`config.mk`:
```
export PLATFORM = sky130hd
export DESIGN_NAME = sbus_frame_decoder
export DESIGN_NICKNAME = d
export VERILOG_FILES = /design/src/rtl/core/sbf_pkg.sv /design/src/rtl/core/sbf_decode.sv /design/src/rtl/core/sbf_out_fifo.sv /design/src/rtl/core/sbus_frame_decoder.sv
export SDC_FILE = /design/constraint.sdc
export NUM_CORES = 1
export LEC_CHECK = 0
export BUFFER_PORTS_ARGS = -buffer_cell sky130_fd_sc_hd__buf_4
export CAP_MARGIN = 20
export CORE_UTILIZATION = 65
export DETAILED_ROUTE_END_ITERATION = 10
export GPL_ROUTABILITY_DRIVEN = 1
export GPL_TIMING_DRIVEN = 0
export PLACE_DENSITY = 0.84
export REMOVE_ABC_BUFFERS = 1
export SYNTH_ARGS = -nofsm -noshare
export SYNTH_HDL_FRONTEND = slang
export SYNTH_SLANG_ARGS = --single-unit
```
`constraint.sdc`:
```
create_clock -name clk -period 10.6 [get_ports clk]
set_input_delay 0.53 -clock clk [delete_from_list [all_inputs] [get_ports clk]]
set_output_delay 0.53 -clock clk [all_outputs]
set_load 0.01 [all_outputs]
```
`src/rtl/core/sbf_pkg.sv`:
```
package sbf_pkg;

	localparam int ANALOG_CHANNELS = 16;
	localparam int CHANNEL_BITS    = 11;

	localparam int BYTE_W  = 8;
	localparam int POS_W   = 5;
	localparam int ACC_W   = 18;
	localparam int HELD_W  = 5;
	localparam int CHIDX_W = 5;
	localparam int US_W    = 11;
	localparam int STAT_W  = 2;

	localparam logic [POS_W-1:0] POS_FIRST_DATA = 5'd1;
	localparam logic [POS_W-1:0] POS_LAST_DATA  = 5'd22;
	localparam logic [POS_W-1:0] POS_DIGITAL    = 5'd23;
	localparam logic [POS_W-1:0] POS_IDLE       = 5'd25;

	localparam logic [HELD_W-1:0] HELD_MAX = HELD_W'(CHANNEL_BITS - 1);

	localparam logic [CHIDX_W-1:0] CH_DIGITAL_0 = 5'd16;
	localparam logic [CHIDX_W-1:0] CH_DIGITAL_1 = 5'd17;

	localparam logic [US_W-1:0] US_MIN     = 11'd1000;
	localparam logic [US_W-1:0] US_MAX     = 11'd2000;
	localparam logic [US_W-1:0] RAW_OFFSET = 11'd192;

	localparam logic [STAT_W-1:0] LINK_OK       = 2'd0;
	localparam logic [STAT_W-1:0] LINK_LOST     = 2'd1;
	localparam logic [STAT_W-1:0] LINK_FAILSAFE = 2'd2;

	typedef struct packed {
		logic [CHIDX_W-1:0] channel_index;
		logic [US_W-1:0]    pulse_us;
		logic [STAT_W-1:0]  link_status;
		logic               last;
	} result_t;

	typedef struct packed {
		logic [1:0] count;
		result_t    r0;
		result_t    r1;
	} push_t;

	// floor((raw - 192) * 5 / 8) + 1000, clamped to 1000..2000
	function automatic logic [US_W-1:0] scale_to_us(input logic [CHANNEL_BITS-1:0] raw);
		logic [US_W-1:0] d;
		logic [US_W+2:0] d5;
		logic [US_W+1:0] us;
		d  = raw - RAW_OFFSET;
		d5 = {3'b000, d} + {1'b0, d, 2'b00};
		us = {2'b00, US_MIN} + {2'b00, d5[US_W+2:3]};
		if (raw <= RAW_OFFSET) begin
			return US_MIN;
		end else if (us > {2'b00, US_MAX}) begin
			return US_MAX;
		end else begin
			return us[US_W-1:0];
		end
	endfunction

endpackage

```
`src/rtl/core/sbf_decode.sv`:
```
module sbf_decode
	import sbf_pkg::*;
(
	input  logic              clk,
	input  logic              arst_n,
	input  logic              en,
	input  logic [BYTE_W-1:0] byte_in,
	input  logic              start_in,
	output push_t             push
);

	logic [POS_W-1:0]   pos_q;
	logic [ACC_W-1:0]   acc_q;
	logic [HELD_W-1:0]  held_q;
	logic [CHIDX_W-1:0] nch_q;

	logic [POS_W-1:0]   pos, pos_n;
	logic [ACC_W-1:0]   acc_base, acc_or, acc_n;
	logic [HELD_W-1:0]  held_base, held_c, held_sum, held_n;
	logic [CHIDX_W-1:0] nch_base, nch_n;
	logic [STAT_W-1:0]  status;

	always_comb begin
		pos       = start_in ? '0 : pos_q;
		acc_base  = start_in ? '0 : acc_q;
		held_base = start_in ? '0 : held_q;
		nch_base  = start_in ? '0 : nch_q;
		pos_n     = (pos < POS_IDLE) ? pos + POS_W'(1) : POS_IDLE;

		held_c   = (held_base > HELD_MAX) ? HELD_MAX : held_base;
		acc_or   = acc_base | (ACC_W'(byte_in) << held_c);
		held_sum = held_c + HELD_W'(BYTE_W);

		if (byte_in[3]) begin
			status = LINK_FAILSAFE;
		end else if (byte_in[2]) begin
			status = LINK_LOST;
		end else begin
			status = LINK_OK;
		end

		acc_n      = acc_base;
		held_n     = held_base;
		nch_n      = nch_base;
		push.count = 2'd0;
		push.r0    = '0;
		push.r1    = '0;

		if (pos >= POS_FIRST_DATA && pos <= POS_LAST_DATA) begin
			if (held_sum >= HELD_W'(CHANNEL_BITS)) begin
				acc_n  = acc_or >> CHANNEL_BITS;
				held_n = held_sum - HELD_W'(CHANNEL_BITS);
				if (nch_base < CHIDX_W'(ANALOG_CHANNELS)) begin
					push.count            = 2'd1;
					push.r0.channel_index = nch_base;
					push.r0.pulse_us      = scale_to_us(acc_or[CHANNEL_BITS-1:0]);
					nch_n                 = nch_base + CHIDX_W'(1);
				end
			end else begin
				acc_n  = acc_or;
				held_n = held_sum;
			end
		end else if (pos == POS_DIGITAL) begin
			push.count            = 2'd2;
			push.r0.channel_index = CH_DIGITAL_0;
			push.r0.pulse_us      = byte_in[0] ? US_MAX : US_MIN;
			push.r0.link_status   = status;
			push.r1.channel_index = CH_DIGITAL_1;
			push.r1.pulse_us      = byte_in[1] ? US_MAX : US_MIN;
			push.r1.link_status   = status;
			push.r1.last          = 1'b1;
		end
	end

	always_ff @(posedge clk or negedge arst_n) begin
		if (!arst_n) begin
			pos_q  <= '0;
			acc_q  <= '0;
			held_q <= '0;
			nch_q  <= '0;
		end else if (en) begin
			pos_q  <= pos_n;
			acc_q  <= acc_n;
			held_q <= held_n;
			nch_q  <= nch_n;
		end
	end

endmodule

```
`src/rtl/core/sbf_out_fifo.sv`:
```
module sbf_out_fifo
	import sbf_pkg::*;
(
	input  logic    clk,
	input  logic    arst_n,
	input  logic    push_en,
	input  push_t   push,
	output logic    space2,
	output logic    out_valid,
	input  logic    out_ready,
	output result_t head
);

	localparam int DEPTH = 4;
	localparam int PTR_W = $clog2(DEPTH);

	result_t            mem [DEPTH];
	logic [PTR_W-1:0]   wr_q, rd_q;
	logic [PTR_W:0]     cnt_q;
	logic [1:0]         n_push;
	logic               pop;

	assign n_push    = push_en ? push.count : 2'd0;
	assign out_valid = (cnt_q != '0);
	assign pop       = out_valid && out_ready;
	assign space2    = (cnt_q <= (PTR_W+1)'(DEPTH - 2));
	assign head      = mem[rd_q];

	always_ff @(posedge clk) begin
		if (n_push != 2'd0) begin
			mem[wr_q] <= push.r0;
		end
		if (n_push == 2'd2) begin
			mem[wr_q + PTR_W'(1)] <= push.r1;
		end
	end

	always_ff @(posedge clk or negedge arst_n) begin
		if (!arst_n) begin
			wr_q  <= '0;
			rd_q  <= '0;
			cnt_q <= '0;
		end else begin
			wr_q  <= wr_q + PTR_W'(n_push);
			rd_q  <= rd_q + PTR_W'(pop);
			cnt_q <= cnt_q + (PTR_W+1)'(n_push) - (PTR_W+1)'(pop);
		end
	end

endmodule

```
`src/rtl/core/sbus_frame_decoder.sv`:
```
// SBUS frame decoder. Feed the 25 frame bytes one per transfer, frame_start
// high on the header byte. Each completed 11-bit channel in bytes 1..22 gives
// one transfer with pulse_us = floor((raw-192)*5/8)+1000 clamped to 1000..2000;
// byte 23 gives two transfers (channels 16 and 17, 2000 when set, 1000 when
// clear) carrying the link status, last high on channel 17. Each byte is held in
// an input register, then decoded into the result queue, whose head drives the
// outputs; one byte is taken per cycle as long as a 4-entry result queue has room
// for two results, so throughput is one byte per cycle with out_ready held high.
module sbus_frame_decoder
	import sbf_pkg::*;
(
	input  logic               clk,
	input  logic               arst_n,
	input  logic               in_valid,
	output logic               in_ready,
	input  logic [BYTE_W-1:0]  frame_byte,
	input  logic               frame_start,
	output logic               out_valid,
	input  logic               out_ready,
	output logic [CHIDX_W-1:0] channel_index,
	output logic [US_W-1:0]    pulse_us,
	output logic [STAT_W-1:0]  link_status,
	output logic               last
);

	logic              valid_s1;
	logic [BYTE_W-1:0] frame_byte_s1;
	logic              frame_start_s1;
	logic              space2;
	logic              adv;
	push_t             push;
	result_t           head;

	assign adv      = valid_s1 && space2;
	assign in_ready = !valid_s1 || adv;

	always_ff @(posedge clk or negedge arst_n) begin
		if (!arst_n) begin
			valid_s1 <= 1'b0;
		end else if (in_ready) begin
			valid_s1 <= in_valid;
		end
	end

	always_ff @(posedge clk) begin
		if (in_ready && in_valid) begin
			frame_byte_s1  <= frame_byte;
			frame_start_s1 <= frame_start;
		end
	end

	sbf_decode u_decode (
		.clk      (clk),
		.arst_n   (arst_n),
		.en       (adv),
		.byte_in  (frame_byte_s1),
		.start_in (frame_start_s1),
		.push     (push)
	);

	sbf_out_fifo u_out_fifo (
		.clk       (clk),
		.arst_n    (arst_n),
		.push_en   (adv),
		.push      (push),
		.space2    (space2),
		.out_valid (out_valid),
		.out_ready (out_ready),
		.head      (head)
	);

	assign channel_index = head.channel_index;
	assign pulse_us      = head.pulse_us;
	assign link_status   = head.link_status;
	assign last          = head.last;

endmodule

```
==> results of run 1 <==
==> stage by stage <==
| stage | instances | area, µm² |
|---|---|---|
| final | 901 | 8260 |
| after floorplan | 692 | 7210 |
| after global routing | 901 | 8260 |
| after global placement | 865 | 7630 |
| after detailed placement | 868 | 7690 |
| after CTS | 900 | 8250 |
==> placed cells by master, fill, tap and decap left out, types with 4 or more instances in the layout <==
cell / n
nand2_1: 69
nor2_1: 66
edfxtp_1: 61
o21ai_0: 59
dfrtp_1: 41
nand3_1: 34
buf_4: 33
a21oi_1: 30
inv_1: 30
dfxtp_1: 24
ha_1: 21
mux4_2: 19
o31ai_1: 17
clkbuf_16: 17
a31oi_1: 13
o22ai_1: 13
nor2b_1: 12
nor3_1: 11
o21ai_1: 10
xor2_1: 9
a22o_1: 9
a32oi_1: 9
xnor2_1: 7
or3_1: 6
o21a_1: 6
a21o_1: 5
or2_2: 5
nand4_1: 5
mux2i_1: 5
xnor2_2: 5
a211oi_1: 5
and3_1: 4
o2bb2ai_1: 4
a311oi_1: 4
a32o_1: 4
and2_1: 4
nand2b_1: 4
==> cell usage after synthesis, types with 5 or more instances <==
cell type	n
a211oi_1	5
mux4_2	19
edfxtp_1	61
a31oi_1	13
dfrtp_1	41
mux2i_1	5
o21a_1	6
or2_2	5
ha_1	21
nor2b_1	12
nand4_1	5
nand3_1	34
o22ai_1	13
nor2_1	66
o21ai_1	10
buf_2	5
nor3_1	11
xnor2_2	5
a32oi_1	9
inv_1	30
o21ai_0	59
or3_1	6
xor2_1	9
dfxtp_1	24
nand2_1	69
xnor2_1	7
a21oi_1	30
o31ai_1	17
clkbuf_1	34
a22o_1	9
a21o_1	5
==> layer usage <==
metal	vias to the layer above	part of all wire (%)	GRT usage, %
met2	372	49	55.7
met4	0	3.2	15.6
met1	2965	40	42.3
met5	-	0	0
li1	2802	-	-
met3	75	7.5	7.95
==> flip-flops by register name (all words and copies together) (netlist names), 3 cells and up <==
register	cells
u_out_fifo.mem	76
u_decode.acc_q	18
frame_byte_s1	8
u_decode.held_q	5
u_decode.nch_q	5
u_decode.pos_q	5
u_out_fifo.cnt_q	3
==> final timing paths <==
path | slack, ns | end | cells past startpoint
max reg2reg | 3.94 | u_out_fifo.mem[0][7] | 19
min | 0.1 | u_decode.pos_q[1] | 1
max | 3.94 | u_out_fifo.mem[0][7] | 19
min reg2reg | 0.47 | u_out_fifo.mem[1][4] | 2
max in group asynchronous | 10.14 | u_decode.acc_q[15] | 1
min in group clk | 0.28 | frame_start_s1 | 1
==> cells by family (layout without fill, tap and decap cells) <==
kind of cell / count (synthesis) / in the layout / share of synthesized area, %
multiplexers: 26 / 26 / 6.76
flip-flops: 126 / 126 / 45.1
XOR/XNOR: 21 / 21 / 2.99
buffers and inverters: 78 / 101 / 4.34
adder cells (fa/ha/maj): 23 / 23 / 4.09
AO/OA/AOI/OAI: 226 / 226 / 21.0
AND/OR/NAND/NOR: 238 / 238 / 15.8
==> layout make-up <==
type | instances | area (µm²) | area share [%]
tap | 140 | 175 | 2.12
clock buffer | 20 | 437 | 5.29
multi-input combinational | 534 | 3750 | 45.4
sequential | 126 | 3340 | 40.4
clock inverter | 12 | 119 | 1.44
inverter | 32 | 120 | 1.45
timing repair buffer | 37 | 322 | 3.89
==> impl_metrics.json, run 1 <==
{
  "synth-main-ff-cell": "edfxtp_1",
  "overflow": 0,
  "track_usage_pct": 33.8,
  "cp-start-kind": "flop",
  "cts_tree": "yes",
  "synthTopCellsByArea": "edfxtp_1, dfrtp_1, dfxtp_1",
  "synth_cells": 738,
  "ys_warn_count": 0,
  "pin_count": 34,
  "period_minus_slack_ns": 6.66,
  "nets": 784,
  "port_buffers": 33,
  "cp.arrival_ns": 6.80,
  "drive_above_1_share_pct": 14.8,
  "dr.pass1.iters": 6,
  "final.setup.tns_ns": 0,
  "synth_top_area_share_pct": 24.7,
  "whs_ns": 0.0975,
  "setup_viol": 0,
  "final_util_pct": 75.2,
  "drt_wl_total_mm": 18.7,
  "timing.rr.start": "frame_start_s1",
  "root_buffer": "clkbuf_16",
  "status": "finished clean",
  "setup.worst_path.end_class": "flop",
  "fin_skew_ns": 0.00995,
  "finalHoldViolations": 0,
  "vias_per_cell": 6.90,
  "cts_htree_levels": 4,
  "grt_pass1_vias": 6006,
  "dp_hpwl_mm": 12.9,
  "grt_max_degree": 42,
  "yosys.area.top_type": "edfxtp_1",
  "num_rows": 38,
  "core-area_um2": 11000,
  "synthArstFlopShare_pct": 32.5,
  "vias": 6214,
  "path_delay_family": "compound AO/OA/AOI/OAI gates",
  "slew_headroom_pct": 34.9,
  "cts_resized": 0,
  "synth_seq_cells": 126,
  "antenna_found_initial": 0,
  "worstSetupStartpoint": "frame_start_s1",
  "crit_fanout": 25,
  "drtIter0Drc": 715,
  "crit_type": "flop to flop",
  "syn-mean-instance-area_um2": 10.0,
  "synth-edff-count": 61,
  "slew_viol_final": 0,
  "floorplan.initialDensity_pct": 67.4,
  "post-cts-setup-buffer-count": 0,
  "setup_ws_ns": 3.94,
  "cts_made_buffers": 17,
  "rsz0062_at_grt": "no",
  "ant_nets": 0,
  "avgRoutedWirePerCell_um": 20.7,
  "crit_chain": "nor3b_2 > nand2_1 > inv_2 > a32oi_1 > a221oi_1 > inv_1 > ha_1 > xor2_1 > ha_1 > nand4_1 > or3_1 > o21ai_1 > xor2_1 > nor3_1 > inv_1 > o31a_1 > a311oi_1 > a2bb2oi_1 > o22ai_1",
  "cts_buffer_depth": 2,
  "die-area_um2": 11800,
  "required_ns": 10.74,
  "die_y_um": 109,
  "synth_cell_types": 78,
  "worst_path_max_delay_cell": "edfxtp_1",
  "fmax_mhz": 150,
  "worstHoldPathType": "input port to asynchronous set/reset pin",
  "netlist_area_um2": 7410,
  "crit_buf_inv": 3,
  "slowest_delay_ns": 0.75,
  "hold_buffers": 0,
  "post-place-ws_ns": 4.14,
  "n_antenna_cell": 0,
  "ys_seq_area_share_pct": 45.1,
  "fillCellCount": 694,
  "area_growth_pct": 11.5,
  "place.gp.congestion": 0.943,
  "tightestPinTransition_ns": 0.977,
  "post-route-period-util_pct": 62.8,
  "clkLatencyLatePin_ns": 0.42,
  "cts.sinks": 126,
  "max-cap-violations": 0,
  "clk_pin_slew_ns": 0.05,
  "drc": 0,
  "grt_pass1_wl_mm": 30.3,
  "die_w_um": 109
}
Power of run 1 is left out: the tool's default activity adds up to more than one toggle a clock period on the data nets, which glitch-free logic cannot reach.
==> inputs of run 2 (changes only) <==
--- a/config.mk
+++ b/config.mk
@@ -7,11 +7,11 @@
 export LEC_CHECK = 0
 export BUFFER_PORTS_ARGS = -buffer_cell sky130_fd_sc_hd__buf_4
 export CAP_MARGIN = 20
-export CORE_UTILIZATION = 65
+export CORE_UTILIZATION = 62
 export DETAILED_ROUTE_END_ITERATION = 10
 export GPL_ROUTABILITY_DRIVEN = 1
 export GPL_TIMING_DRIVEN = 0
-export PLACE_DENSITY = 0.84
+export PLACE_DENSITY = 0.8
 export REMOVE_ABC_BUFFERS = 1
 export SYNTH_ARGS = -nofsm -noshare
 export SYNTH_HDL_FRONTEND = slang
==> constraint.sdc (replaced) <==
create_clock -name clk -period 6.51 [get_ports clk]
set_input_delay 0.3255 -clock clk [delete_from_list [all_inputs] [get_ports clk]]
set_output_delay 0.3255 -clock clk [all_outputs]
set_load 0.01 [all_outputs]
==> run 2 against run 1 <==
Compared with the run above:
- the run now ends with design-rule violations left
- worst setup slack lost 3.6 ns
- hold slack worse by 0.019 ns
- sequential share of layout area is 0.70 points lower
- highest routed layer unchanged
- first-iteration DRC count up 11%
- fmax up 8.6%
- routed wire length increased by 2.7%
- via count about the same
- utilization shrank 2.2 points
- critical path type unchanged
- global-route usage down 1.5 points
- flip-flop and latch count unchanged
- largest cell class unchanged
==> impl_metrics.json, run 2 (synthesized netlist as in run 1, its figures left out) <==
{
  "status": "complete, but fails checks",
  "violations": "design-rule violations",
  "final_cell_mix": "nand2_1, nor2_1, edfxtp_1",
  "worstHoldPathCells": 1,
  "clkLatencyLatePin_ns": 0.42,
  "pin_count": 34,
  "cts.sinks": 126,
  "num_rows": 39,
  "floorplan.initialDensity_pct": 64.3,
  "crit_chain": "nor3b_2 > nand2_2 > inv_2 > a32oi_1 > a221oi_2 > inv_1 > ha_1 > xor2_1 > ha_1 > nand4_1 > or3_1 > o21ai_1 > nand2_1 > or3_1 > a21oi_2 > mux2i_1 > nor4b_2 > o21ai_1 > a32o_1",
  "grt_pass1_wl_mm": 31.0,
  "period_minus_slack_ns": 6.13,
  "fin_skew_ns": 0.00509,
  "drtIter0Drc": 794,
  "n_antenna_cell": 0,
  "nets": 792,
  "worstHoldPathType": "input port to flop",
  "drt_wl_total_mm": 19.2,
  "crit_buf_inv": 2,
  "vias_per_cell": 6.82,
  "dr.pass1.iters": 8,
  "cts_buffer_depth": 2,
  "die-area_um2": 12400,
  "path_delay_family": "simple AND/OR/NAND/NOR gates",
  "post-route-period-util_pct": 94.2,
  "slew_viol_final": 0,
  "finalHoldViolations": 0,
  "largest_reg_flops": 76,
  "largest-register": "u_out_fifo.mem",
  "crit_fanout": 13,
  "clk_pin_slew_ns": 0.06,
  "hp-start": "frame_start",
  "worst_path_max_delay_cell": "dfrtp_1",
  "cts_tree": "yes",
  "avgRoutedWirePerCell_um": 21.0,
  "slew_headroom_pct": 31.4,
  "cp.arrival_ns": 6.30,
  "rsz0062_at_grt": "no",
  "use_met3_pct": 6.62,
  "reg_top3": "u_out_fifo.mem x76, u_decode.acc_q x18, frame_byte_s1 x8",
  "busiest_layer": "met2",
  "place.gp.congestion": 0.910,
  "tightestPinTransition_ns": 1.03,
  "timing.rr.start": "u_decode.held_q[4]",
  "area_growth_pct": 13.4,
  "grtUsageMet2_pct": 55.5,
  "slowest_delay_ns": 0.57,
  "worstSetupStartpoint": "u_decode.held_q[4]",
  "grt_max_degree": 42,
  "cts_htree_levels": 4,
  "setup.worst_path.end_class": "flop",
  "cp.depth": 19,
  "die_y_um": 111,
  "met1_usage_pct": 39.8,
  "core-area_um2": 11500,
  "drc": 4,
  "port_buffers": 33,
  "cts_made_buffers": 17,
  "vias": 6217,
  "track_usage_pct": 32.4,
  "layout_commonest_cell": "nand2_1",
  "whs_ns": 0.0785,
  "drive_above_1_share_pct": 17.0,
  "ant_nets": 0,
  "required_ns": 6.68,
  "root_buffer": "clkbuf_16",
  "dp_hpwl_mm": 12.9,
  "die_w_um": 111,
  "antenna_found_initial": 0,
  "fmax_mhz": 163,
  "max-cap-violations": 0,
  "setup_viol": 0,
  "grt_pass1_vias": 6064,
  "rr_worst_depth": 19,
  "cp-start-kind": "flop",
  "crit_type": "flop to flop",
  "overflow": 0
}
-- run 2: routing by layer --
layer	routed length (µm)	vias up	part of all wire, %
met4	522	0	2.7
met2	9810	330	51
met5	0	-	0
met3	1400	49	7.3
met1	7460	3017	39
li1	-	2821	-
-- run 2: path summary, 6_finish.rpt --
| kind | end | slack (ns) |
|---|---|---|
| worst max-delay path | u_out_fifo.mem[1][13] | 0.38 |
| worst min-delay path | frame_start_s1 | 0.08 |
| worst max register to register | u_out_fifo.mem[1][13] | 0.38 |
| worst min register to register | u_out_fifo.mem[3][4] | 0.47 |
| max in group asynchronous | u_decode.acc_q[9] | 5.72 |
| min in group asynchronous | u_decode.pos_q[0] | 0.42 |
-- run 2: area by class of cell --
cell class,count,area [µm²]
Clock buffer,22,508
Multi-Input combinational cell,534,3780
Tap cell,143,179
Timing Repair Buffer,45,380
Sequential cell,126,3340
Clock inverter,10,95.1
Fill cell,804,3110
Inverter,32,120
-- run 2: through the flow --
step | instance area (µm²) | utilization [%] | setup TNS [ns] | std cells | worst slack, ns
final | 8400 | 73.0 | 0 | 912 | 0.378
after global routing | 8400 | 73.0 | 0 | 912 | 0.0190
after CTS | 8320 | 72.2 | 0 | 904 | 0.0275
after detailed placement | 7690 | 66.8 | -0.419 | 871 | -0.124
after global placement | 7630 | 66.3 | -8.96 | 868 | -0.408
after floorplan | 7210 | - | 0 | 692 | 1.03
-- run 2: repair_timing --
| item | CTS | global route |
|---|---|---|
| buffers inserted | 0 | 7 |
| endpoints found under the hold margin | 41 | 0 |
| hold buffers | 1 | 0 |
| pin swaps | 0 | 1 |
| resized for setup | 2 | 5 |
| setup endpoints to repair | 14 | 44 |
Power of run 2 is left out for the same reason.
